===== src/rtl/assert_macros.svh =====
// assertion macros shared by the ring audio block
// no dependencies; pulled in by files that carry concurrent checks
`ifndef ASSERT_MACROS_SVH
`define ASSERT_MACROS_SVH

// clocked check, switched off while reset is high
`define ECRA_ASSERT(name, clk, rst, prop, msg) \
   name: assert property (@(posedge clk) disable iff (rst) (prop)) else $error(msg);

// clocked check that also holds during reset
`define ECRA_ASSERT_ALWAYS(name, clk, prop, msg) \
   name: assert property (@(posedge clk) (prop)) else $error(msg);

`endif


===== src/rtl/ecra_pkg.sv =====
// shared types and constants for the cellular automaton ring audio block
// no dependencies
package ecra_pkg;

   localparam int NUM_CELLS = 64;
   localparam int IDX_W     = $clog2(NUM_CELLS);
   localparam int LEN_W     = $clog2(NUM_CELLS + 1);
   localparam int RULE_W    = 8;
   localparam int GEN_W     = 16;
   localparam int SAMPLE_W  = 8;
   localparam int CMD_W     = 2;
   localparam int DATA_W    = 32;
   localparam int ADDR_W    = 4;

   localparam logic [CMD_W-1:0] CMD_TICK    = 2'd0;
   localparam logic [CMD_W-1:0] CMD_WRITE   = 2'd1;
   localparam logic [CMD_W-1:0] CMD_RESTART = 2'd2;

   localparam logic [1:0] REG_RULE   = 2'd0;
   localparam logic [1:0] REG_LENGTH = 2'd1;
   localparam logic [1:0] REG_LIMIT  = 2'd2;

   localparam logic [RULE_W-1:0] RULE_RESET   = 8'd60;
   localparam logic [LEN_W-1:0]  LENGTH_RESET = LEN_W'(NUM_CELLS);
   localparam logic [GEN_W-1:0]  LIMIT_RESET  = 16'd256;
   localparam logic [IDX_W-1:0]  SEED_RESET   = IDX_W'(NUM_CELLS / 2);

   localparam logic [GEN_W-1:0]    GEN_MAX    = {GEN_W{1'b1}};
   localparam logic [SAMPLE_W-1:0] SAMPLE_SET = {SAMPLE_W{1'b1}};
   localparam logic [SAMPLE_W-1:0] SAMPLE_CLR = '0;

   typedef struct packed {
      logic              step;
      logic              seed;
      logic              wr_en;
      logic [IDX_W-1:0]  wr_index;
      logic              wr_value;
      logic [RULE_W-1:0] rule;
      logic [IDX_W-1:0]  last_index;
      logic [IDX_W-1:0]  seed_index;
   } cell_ctrl_type;

endpackage


===== src/rtl/ecra_if.sv =====
// valid/ready channel interfaces for the request and response sides
// depends on ecra_pkg
interface ecra_req_if;
   logic                       valid;
   logic                       ready;
   logic [ecra_pkg::CMD_W-1:0] cmd;
   logic [ecra_pkg::IDX_W-1:0] cell_index;
   logic                       cell_value;

   modport source (output valid, cmd, cell_index, cell_value, input ready);
   modport sink (input valid, cmd, cell_index, cell_value, output ready);
endinterface

interface ecra_rsp_if;
   logic                          valid;
   logic                          ready;
   logic [ecra_pkg::SAMPLE_W-1:0] sample;
   logic                          generation_end;
   logic                          final_sample;

   modport source (output valid, sample, generation_end, final_sample, input ready);
   modport sink (input valid, sample, generation_end, final_sample, output ready);
endinterface


===== src/rtl/ecra_cell.sv =====
// one ring cell: holds its bit and applies the rule from its neighbours
// depends on ecra_pkg
module ecra_cell (
   input  logic                          clock,
   input  logic                          reset,
   input  ecra_pkg::cell_ctrl_type       ctrl,
   input  logic [ecra_pkg::IDX_W-1:0]    cell_id,
   input  logic                          left_nb,
   input  logic                          right_nb,
   input  logic                          wrap_nb,
   output logic                          bit_q
);
   import ecra_pkg::*;

   logic bit_ff;
   logic bit_in;
   logic in_ring;
   logic right_bit;
   logic [2:0] pattern;

   assign in_ring   = cell_id <= ctrl.last_index;
   assign right_bit = (cell_id == ctrl.last_index) ? wrap_nb : right_nb;
   assign pattern   = {left_nb, bit_ff, right_bit};

   always_comb begin
      bit_in = bit_ff;
      if (ctrl.seed) begin
         bit_in = (cell_id == ctrl.seed_index);
      end else if (ctrl.wr_en && (cell_id == ctrl.wr_index)) begin
         bit_in = ctrl.wr_value;
      end else if (ctrl.step && in_ring) begin
         bit_in = ctrl.rule[pattern];
      end
   end

   always_ff @(posedge clock) begin
      if (reset) begin
         bit_ff <= (cell_id == SEED_RESET);
      end else begin
         bit_ff <= bit_in;
      end
   end

   assign bit_q = bit_ff;
endmodule


===== src/rtl/ecra_ring.sv =====
// row of cells wired as a ring of programmable length, with readout select
// depends on ecra_pkg and ecra_cell
module ecra_ring (
   input  logic                          clock,
   input  logic                          reset,
   input  ecra_pkg::cell_ctrl_type       ctrl,
   input  logic [ecra_pkg::IDX_W-1:0]    rd_index,
   output logic                          rd_bit
);
   import ecra_pkg::*;

   logic [NUM_CELLS-1:0] cells;
   logic                 first_left;

   assign first_left = cells[ctrl.last_index];
   assign rd_bit     = cells[rd_index];

   for (genvar c = 0; c < NUM_CELLS; c++) begin : g_cell
      logic left_nb;
      logic right_nb;

      if (c == 0) begin : g_first
         assign left_nb = first_left;
      end else begin : g_mid
         assign left_nb = cells[c-1];
      end

      if (c == NUM_CELLS - 1) begin : g_end
         assign right_nb = cells[0];
      end else begin : g_inner
         assign right_nb = cells[c+1];
      end

      ecra_cell u_cell (
         .clock    (clock),
         .reset    (reset),
         .ctrl     (ctrl),
         .cell_id  (IDX_W'(c)),
         .left_nb  (left_nb),
         .right_nb (right_nb),
         .wrap_nb  (cells[0]),
         .bit_q    (cells[c])
      );
   end
endmodule


===== src/rtl/elementary_ca_ring_audio.sv =====
// top level: request/response channels, register port, readout and generation control
// depends on ecra_pkg, ecra_if, ecra_ring and assert_macros.svh
//
// Usage
//   req_ch carries commands: tick (emit one sample), write one cell, restart with
//   a single centre cell. Only a tick that arrives before the generation limit is
//   reached gives a response; writes, restarts, finished ticks and the unused code
//   give none.
//   rsp_ch returns the sample (all ones for a set cell, zero otherwise), a flag on
//   the last cell of each generation and a flag on the final sample of the run.
//   The register port sets the rule, the ring length and the generation limit;
//   write it only while no transaction is in flight.
// Timing
//   one transaction per cycle on req_ch; a response is registered and appears in
//   the cycle after its tick is accepted. The whole ring steps to its next generation
//   in the same edge that accepts the last tick of a generation, every cell of the ring
//   updating in parallel. When rsp_ch stalls, the held response blocks req_ch only
//   while it is not being taken, so a draining receiver sees no gap.
// Reset
//   synchronous; restores register defaults (rule 60, length 64, limit 256), the
//   centre cell alone set, position and generation count zero, no response pending.
`include "assert_macros.svh"

module elementary_ca_ring_audio (
   input  logic                           clock,
   input  logic                           reset,
   ecra_req_if.sink                       req_ch,
   ecra_rsp_if.source                     rsp_ch,
   input  logic                           psel,
   input  logic                           penable,
   input  logic                           pwrite,
   input  logic [ecra_pkg::ADDR_W-1:0]    paddr,
   input  logic [ecra_pkg::DATA_W-1:0]    pwdata,
   output logic [ecra_pkg::DATA_W-1:0]    prdata,
   output logic                           pready
);
   import ecra_pkg::*;

   logic [RULE_W-1:0]   rule_ff;
   logic [LEN_W-1:0]    length_ff;
   logic [GEN_W-1:0]    limit_ff;
   logic [IDX_W-1:0]    pos_ff, pos_in;
   logic [GEN_W-1:0]    gen_ff, gen_in;
   logic                rsp_valid_ff, rsp_valid_in;
   logic [SAMPLE_W-1:0] sample_ff, sample_in;
   logic                gen_end_ff, gen_end_in;
   logic                final_ff, final_in;

   logic [1:0]          reg_sel;
   logic                reg_write;
   logic [LEN_W-1:0]    len_used;
   logic [IDX_W-1:0]    last_index;
   logic [GEN_W-1:0]    limit_used;
   logic                finished;
   logic                accept;
   logic                is_tick;
   logic                is_write;
   logic                is_restart;
   logic                produce;
   logic                last;
   logic                fin;
   logic                rd_bit;
   cell_ctrl_type       ctrl;

   // register port
   assign pready    = 1'b1;
   assign reg_sel   = paddr[3:2];
   assign reg_write = psel && penable && pwrite && pready;

   always_comb begin
      case (reg_sel)
         REG_RULE:   prdata = DATA_W'(rule_ff);
         REG_LENGTH: prdata = DATA_W'(length_ff);
         REG_LIMIT:  prdata = DATA_W'(limit_ff);
         default:    prdata = '0;
      endcase
   end

   always_ff @(posedge clock) begin
      if (reset) begin
         rule_ff   <= RULE_RESET;
         length_ff <= LENGTH_RESET;
         limit_ff  <= LIMIT_RESET;
      end else if (reg_write) begin
         case (reg_sel)
            REG_RULE:   rule_ff   <= pwdata[RULE_W-1:0];
            REG_LENGTH: length_ff <= pwdata[LEN_W-1:0];
            REG_LIMIT:  limit_ff  <= pwdata[GEN_W-1:0];
            default: begin
            end
         endcase
      end
   end

   // clamped length and limit
   always_comb begin
      if (length_ff == '0) begin
         len_used = LEN_W'(1);
      end else if (length_ff > LEN_W'(NUM_CELLS)) begin
         len_used = LEN_W'(NUM_CELLS);
      end else begin
         len_used = length_ff;
      end
   end

   assign last_index = IDX_W'(len_used - LEN_W'(1));
   assign limit_used = (limit_ff == '0) ? GEN_W'(1) : limit_ff;
   assign finished   = gen_ff >= limit_used;

   // request handling
   assign req_ch.ready = !rsp_valid_ff || rsp_ch.ready;
   assign accept       = req_ch.valid && req_ch.ready;
   assign is_tick      = accept && (req_ch.cmd == CMD_TICK);
   assign is_write     = accept && (req_ch.cmd == CMD_WRITE);
   assign is_restart   = accept && (req_ch.cmd == CMD_RESTART);
   assign produce      = is_tick && !finished;
   assign last         = pos_ff >= last_index;
   assign fin          = last && ({1'b0, gen_ff} + 17'd1 == {1'b0, limit_used});

   assign ctrl.step       = produce && last;
   assign ctrl.seed       = is_restart;
   assign ctrl.wr_en      = is_write;
   assign ctrl.wr_index   = req_ch.cell_index;
   assign ctrl.wr_value   = req_ch.cell_value;
   assign ctrl.rule       = rule_ff;
   assign ctrl.last_index = last_index;
   assign ctrl.seed_index = len_used[LEN_W-1:1];

   ecra_ring u_ring (
      .clock    (clock),
      .reset    (reset),
      .ctrl     (ctrl),
      .rd_index (pos_ff),
      .rd_bit   (rd_bit)
   );

   always_comb begin
      pos_in = pos_ff;
      gen_in = gen_ff;
      if (is_restart) begin
         pos_in = '0;
         gen_in = '0;
      end else if (produce) begin
         if (last) begin
            pos_in = '0;
            if (gen_ff != GEN_MAX) begin
               gen_in = gen_ff + GEN_W'(1);
            end
         end else begin
            pos_in = pos_ff + IDX_W'(1);
         end
      end
   end

   // response register
   always_comb begin
      rsp_valid_in = rsp_valid_ff && !rsp_ch.ready;
      sample_in    = sample_ff;
      gen_end_in   = gen_end_ff;
      final_in     = final_ff;
      if (produce) begin
         rsp_valid_in = 1'b1;
         sample_in    = rd_bit ? SAMPLE_SET : SAMPLE_CLR;
         gen_end_in   = last;
         final_in     = fin;
      end
   end

   always_ff @(posedge clock) begin
      if (reset) begin
         pos_ff       <= '0;
         gen_ff       <= '0;
         rsp_valid_ff <= 1'b0;
      end else begin
         pos_ff       <= pos_in;
         gen_ff       <= gen_in;
         rsp_valid_ff <= rsp_valid_in;
      end
   end

   always_ff @(posedge clock) begin
      sample_ff  <= sample_in;
      gen_end_ff <= gen_end_in;
      final_ff   <= final_in;
   end

   assign rsp_ch.valid          = rsp_valid_ff;
   assign rsp_ch.sample         = sample_ff;
   assign rsp_ch.generation_end = gen_end_ff;
   assign rsp_ch.final_sample   = final_ff;

   // checks
   `ECRA_ASSERT(a_final_ends_gen, clock, reset, rsp_valid_ff && final_ff |-> gen_end_ff, "final sample without generation end")
   `ECRA_ASSERT(a_wrap_after_last, clock, reset, produce && last |=> pos_ff == '0, "position did not wrap after last cell")
   `ECRA_ASSERT(a_finished_frozen, clock, reset, is_tick && finished |=> gen_ff == $past(gen_ff) && pos_ff == $past(pos_ff), "finished tick changed state")
   `ECRA_ASSERT(a_restart_clears, clock, reset, is_restart |=> pos_ff == '0 && gen_ff == '0, "restart left position or count")
   `ECRA_ASSERT(a_gen_end_counts, clock, reset, produce && last && $past(gen_ff) != GEN_MAX |=> gen_ff != $past(gen_ff), "generation count did not advance")
endmodule

===== src/flat_wrapper.sv =====
// flat-port wrapper written by rule: the top's interface ports become plain ports
module elementary_ca_ring_audio_flat import ecra_pkg::*;
  (clock, reset, psel, penable, pwrite, paddr, pwdata, prdata, pready, req_ch_valid, req_ch_cmd, req_ch_cell_index, req_ch_cell_value, req_ch_ready, rsp_ch_valid, rsp_ch_sample, rsp_ch_generation_end, rsp_ch_final_sample, rsp_ch_ready);
  ecra_req_if req_ch_i ();
  ecra_rsp_if rsp_ch_i ();
  input  logic clock;
  input  logic reset;
  input  logic psel;
  input  logic penable;
  input  logic pwrite;
  input  logic [ecra_pkg::ADDR_W-1:0] paddr;
  input  logic [ecra_pkg::DATA_W-1:0] pwdata;
  output logic [ecra_pkg::DATA_W-1:0] prdata;
  output logic pready;
  input wire logic [$bits(req_ch_i.valid)-1:0] req_ch_valid;
  input wire logic [$bits(req_ch_i.cmd)-1:0] req_ch_cmd;
  input wire logic [$bits(req_ch_i.cell_index)-1:0] req_ch_cell_index;
  input wire logic [$bits(req_ch_i.cell_value)-1:0] req_ch_cell_value;
  output wire logic [$bits(req_ch_i.ready)-1:0] req_ch_ready;
  output wire logic [$bits(rsp_ch_i.valid)-1:0] rsp_ch_valid;
  output wire logic [$bits(rsp_ch_i.sample)-1:0] rsp_ch_sample;
  output wire logic [$bits(rsp_ch_i.generation_end)-1:0] rsp_ch_generation_end;
  output wire logic [$bits(rsp_ch_i.final_sample)-1:0] rsp_ch_final_sample;
  input wire logic [$bits(rsp_ch_i.ready)-1:0] rsp_ch_ready;
  assign req_ch_i.valid = req_ch_valid;
  assign req_ch_i.cmd = req_ch_cmd;
  assign req_ch_i.cell_index = req_ch_cell_index;
  assign req_ch_i.cell_value = req_ch_cell_value;
  assign req_ch_ready = req_ch_i.ready;
  assign rsp_ch_valid = rsp_ch_i.valid;
  assign rsp_ch_sample = rsp_ch_i.sample;
  assign rsp_ch_generation_end = rsp_ch_i.generation_end;
  assign rsp_ch_final_sample = rsp_ch_i.final_sample;
  assign rsp_ch_i.ready = rsp_ch_ready;
  elementary_ca_ring_audio u_core (.clock(clock), .reset(reset), .req_ch(req_ch_i), .rsp_ch(rsp_ch_i), .psel(psel), .penable(penable), .pwrite(pwrite), .paddr(paddr), .pwdata(pwdata), .prdata(prdata), .pready(pready));
endmodule

===== config.mk =====
export PLATFORM = sky130hd
export DESIGN_NAME = elementary_ca_ring_audio_flat
export DESIGN_NICKNAME = d
export VERILOG_FILES = /design/src/rtl/ecra_pkg.sv /design/src/rtl/ecra_if.sv /design/src/rtl/ecra_cell.sv /design/src/rtl/ecra_ring.sv /design/src/rtl/elementary_ca_ring_audio.sv /design/src/flat_wrapper.sv
export VERILOG_INCLUDE_DIRS = /design/src /design/src/rtl
export SDC_FILE = /design/constraint.sdc
export NUM_CORES = 1
export LEC_CHECK = 0
export ABC_AREA = 1
export ABC_CLOCK_PERIOD_IN_PS = 5500
export BUFFER_PORTS_ARGS = -buffer_cell sky130_fd_sc_hd__buf_2
export CAP_MARGIN = 20
export CORE_UTILIZATION = 25
export DETAILED_ROUTE_END_ITERATION = 8
export HOLD_SLACK_MARGIN = 0.06
export PLACE_DENSITY = 0.43
export RECOVER_POWER = 50
export SYNTH_ARGS = -nofsm -noshare
export SYNTH_HDL_FRONTEND = slang
export SYNTH_SLANG_ARGS = --single-unit

===== constraint.sdc =====
create_clock -name clock -period 5.5 [get_ports clock]
set_input_delay 0.55 -clock clock [delete_from_list [all_inputs] [get_ports clock]]
set_output_delay 0.55 -clock clock [all_outputs]
set_load 0.01 [all_outputs]

==> metrics.cfg <==
[pwr]
leakage_nw = 7.73
vdd_drop_max_v = 0.000247
p_per_area_nw_per_um2 = 159

[yosys]
synthArstFlopShare_pct = 0
synth-seq-cells = 121
syn-instance-count = 3005
yosys.cell_types.count = 50
yosys_warnings = 0
synth-edff-count = 3
netlist_area_um2 = 16100
yosysSeqAreaShare_pct = 15.2
ys_top_cells_by_count = nand2_1 (859), nand3_1 (715), inv_1 (265)
synthMostInstantiatedCell = nand2_1
synthTopCellsByArea = nand3_1 (22%), nand2_1 (20%), dfxtp_1 (15%), o21ai_0 (6.4%), inv_1 (6.2%)
syn_avg_cell_area_um2 = 5.36
synth_top_area_share_pct = 22.2
synth_top_cell_by_area = nand3_1
ys.flop_type = dfxtp_1

[floorplanning]
die_h_um = 256
initial_core_util_pct = 25.4
row_count = 92
dieArea_um2 = 65500
die_w_um = 256
coreArea_um2 = 63400
io_pins = 97

[run_status]
status = complete, but fails checks
failed_checks = max-capacitance violations, max-slew violations

[place]
dpl_worst_slack_ps = 1370
dp_hpwl_mm = 61.0
gp_congestion = 1.01
io_buffers = 61

[routing]
vias_per_cell = 5.57
vias = 21337
ant_nets = 0
drc = 0
drt-initial-drc-count = 2632
wire_per_inst_um = 23.3
drt_pass1_iterations = 9
wirelength_mm = 89.2

[clock_tree]
path_clk_slew_ps = 70
clock_latency_ps = 510
htreeDepth = 4
cts_tree = built
cts_resized = 0
cts_made_buffers = 17
postCtsSetupBuffers = 0
cts_buffer_depth = 2
hold_buffers = 0
cts_root_buf = clkbuf_16
clock_sinks = 121

[setup_path]
crit_cells = 5
cp.required_ps = 4950
cp_cell_sequence = buf_4 -> inv_2 -> clkbuf_1 -> o221ai_1 -> buf_2
crit_path_max_incr_delay_ps = 2160
cp.arrival_ps = 4470
critPathBufInv = 4
critPathLaunchType = flip-flop
worst_path_max_delay_cell = clkbuf_1
crit_fanout = 37
critPathKind = flip-flop to output port
endpoint_kind = output port
crit_family = buffers and inverters
reg2reg_depth = 18

[sta]
slew_violations = 267
timing.final.ws_setup_ps = 476
period_minus_slack_ps = 5020
max_slew_margin_pct = -146
hold_viol_final = 0
tns_ps = 0
clock.fmax_mhz = 199
worst_pin_slew_ps = 3690
fin_worst_skew_ps = 12.9
rsz0062_at_grt = false
period_share_pct = 91.4
finalSetupViolCount = 0

[global_routing]
grt_start_max_net_pins = 67
use_met2_pct = 40.7
grt_use_total_pct = 26.7
grt-busiest-layer = met2
grtUsageMet1_pct = 34.3
grt_pass1_wl_mm = 131
grt_pass1_vias = 19585
antenna_found_initial = 1
grt_overflow = 0
gr-usage-met3_pct = 6.69

[hold_path]
whs_path_depth = 3
hp-class = input pin to flip-flop

[cells_and_area]
nets = 3047
area_growth_pct = 9.23
antenna_cells = 0
n_fill_cell = 7317
seqCellArea_um2 = 2450
drive_above_1_share_pct = 7.21
multi_input_area_um2 = 11800

[run]
cap_violations = 8

==> final timing paths <==
path	to	slack (ps)	from
max	prdata[4]	480	u_core.rule_ff[4]
min	u_core.limit_ff[8]	270	pwdata[8]
max reg2reg	u_core.u_ring.g_cell[41].u_cell.bit_q	560	u_core.length_ff[6]
min reg2reg	u_core.gen_ff[1]	520	u_core.gen_ff[1]
==> routing by layer <==
metal  up-vias  wire (um)
met4         0       5030
met2      1245      38200
li1      10082          -
met3       279       9690
met1      9731      36300
met5         -          0
==> logic make-up after synthesis <==
| group | share of synthesized area [%] |
|---|---|
| xor gates and xnor gates | 0.979 |
| adders and majority gates | 1.86 |
| other | 0.0466 |
| buffers and inverters | 11.8 |
| and+or+nand+nor | 50.7 |
| AOI/OAI and AO/OA | 19.4 |
| DFF | 15.2 |
==> state kept, by name, summed over array words and instances, names as in the netlist, 6 cells and up <==
signal                             flops
u_core.u_ring.g_cell.u_cell.bit_q     64
u_core.limit_ff                       16
u_core.rule_ff                         8
u_core.pos_ff                          6
u_core.length_ff                       7
u_core.gen_ff                         16
==> power by group <==
part	internal (mW)	switching [mW]	total, mW
Clock	0.619	0.544	1.16
Sequential	0.901	0.0428	0.944
Combinational	0.190	0.503	0.693
==> tightest hold or removal path, delay by kind of cell <==
family,cells,cell delay [ps]
buffers and inverters,1,80
AOI/OAI and AO/OA,1,70
and+or+nand+nor,1,40
==> cells in the final DEF (no fill, tap or decap), types with 5 or more instances in the layout <==
| cell | Yosys | layout |
|---|---|---|
| clkinv_1 | 4 | 6 |
| nor2_4 | 7 | 6 |
| nand3_2 | 9 | 9 |
| clkbuf_16 | 0 | 17 |
| inv_2 | 17 | 15 |
| clkbuf_1 | 104 | 25 |
| o21ai_1 | 27 | 25 |
| xor2_1 | 15 | 15 |
| buf_4 | 32 | 42 |
| nand2_2 | 19 | 19 |
| nor2_2 | 16 | 16 |
| dfxtp_1 | 118 | 117 |
| conb_1 | 2 | 17 |
| a31oi_1 | 8 | 8 |
| nor3_1 | 26 | 22 |
| buf_2 | 17 | 40 |
| nand2_1 | 859 | 859 |
| o211ai_1 | 74 | 74 |
| o21a_1 | 21 | 21 |
| inv_1 | 265 | 265 |
| o221ai_1 | 7 | 7 |
| clkinvlp_4 | 0 | 5 |
| ha_1 | 24 | 24 |
| nand2_4 | 5 | 5 |
| o21ai_2 | 19 | 19 |
| o22ai_1 | 9 | 9 |
| nor2_1 | 145 | 146 |
| nand3_1 | 715 | 716 |
| nand4_1 | 20 | 20 |
| o21ai_0 | 206 | 208 |
| a21oi_1 | 158 | 158 |
==> final cells by class <==
type	instances	share of cell area (%)
multi-input combinational	2437	67.3
sequential	121	13.9
inverter	288	6.19
tap	846	6.02
timing repair buffer	106	3.44
clock buffer	18	2.44
clock inverter	14	0.711
==> metrics by stage <==
stage / power, mW / cells / instance area (um^2) / util (%) / hold WS (ps)
2_1_floorplan: 1.40 / 3020 / 16200 / - / 465
3_3_place_gp: 1.63 / 3798 / 17100 / 27.0 / 504
3_5_place_dp: 1.63 / 3798 / 17100 / 27.0 / 502
4_1_cts: 2.80 / 3830 / 17700 / 27.8 / 240
5_1_grt: 2.91 / 3830 / 17600 / 27.7 / 278
6_report: 2.80 / 3830 / 17600 / 27.7 / 274
No activity file was read; power rests on OpenSTA's default activity.
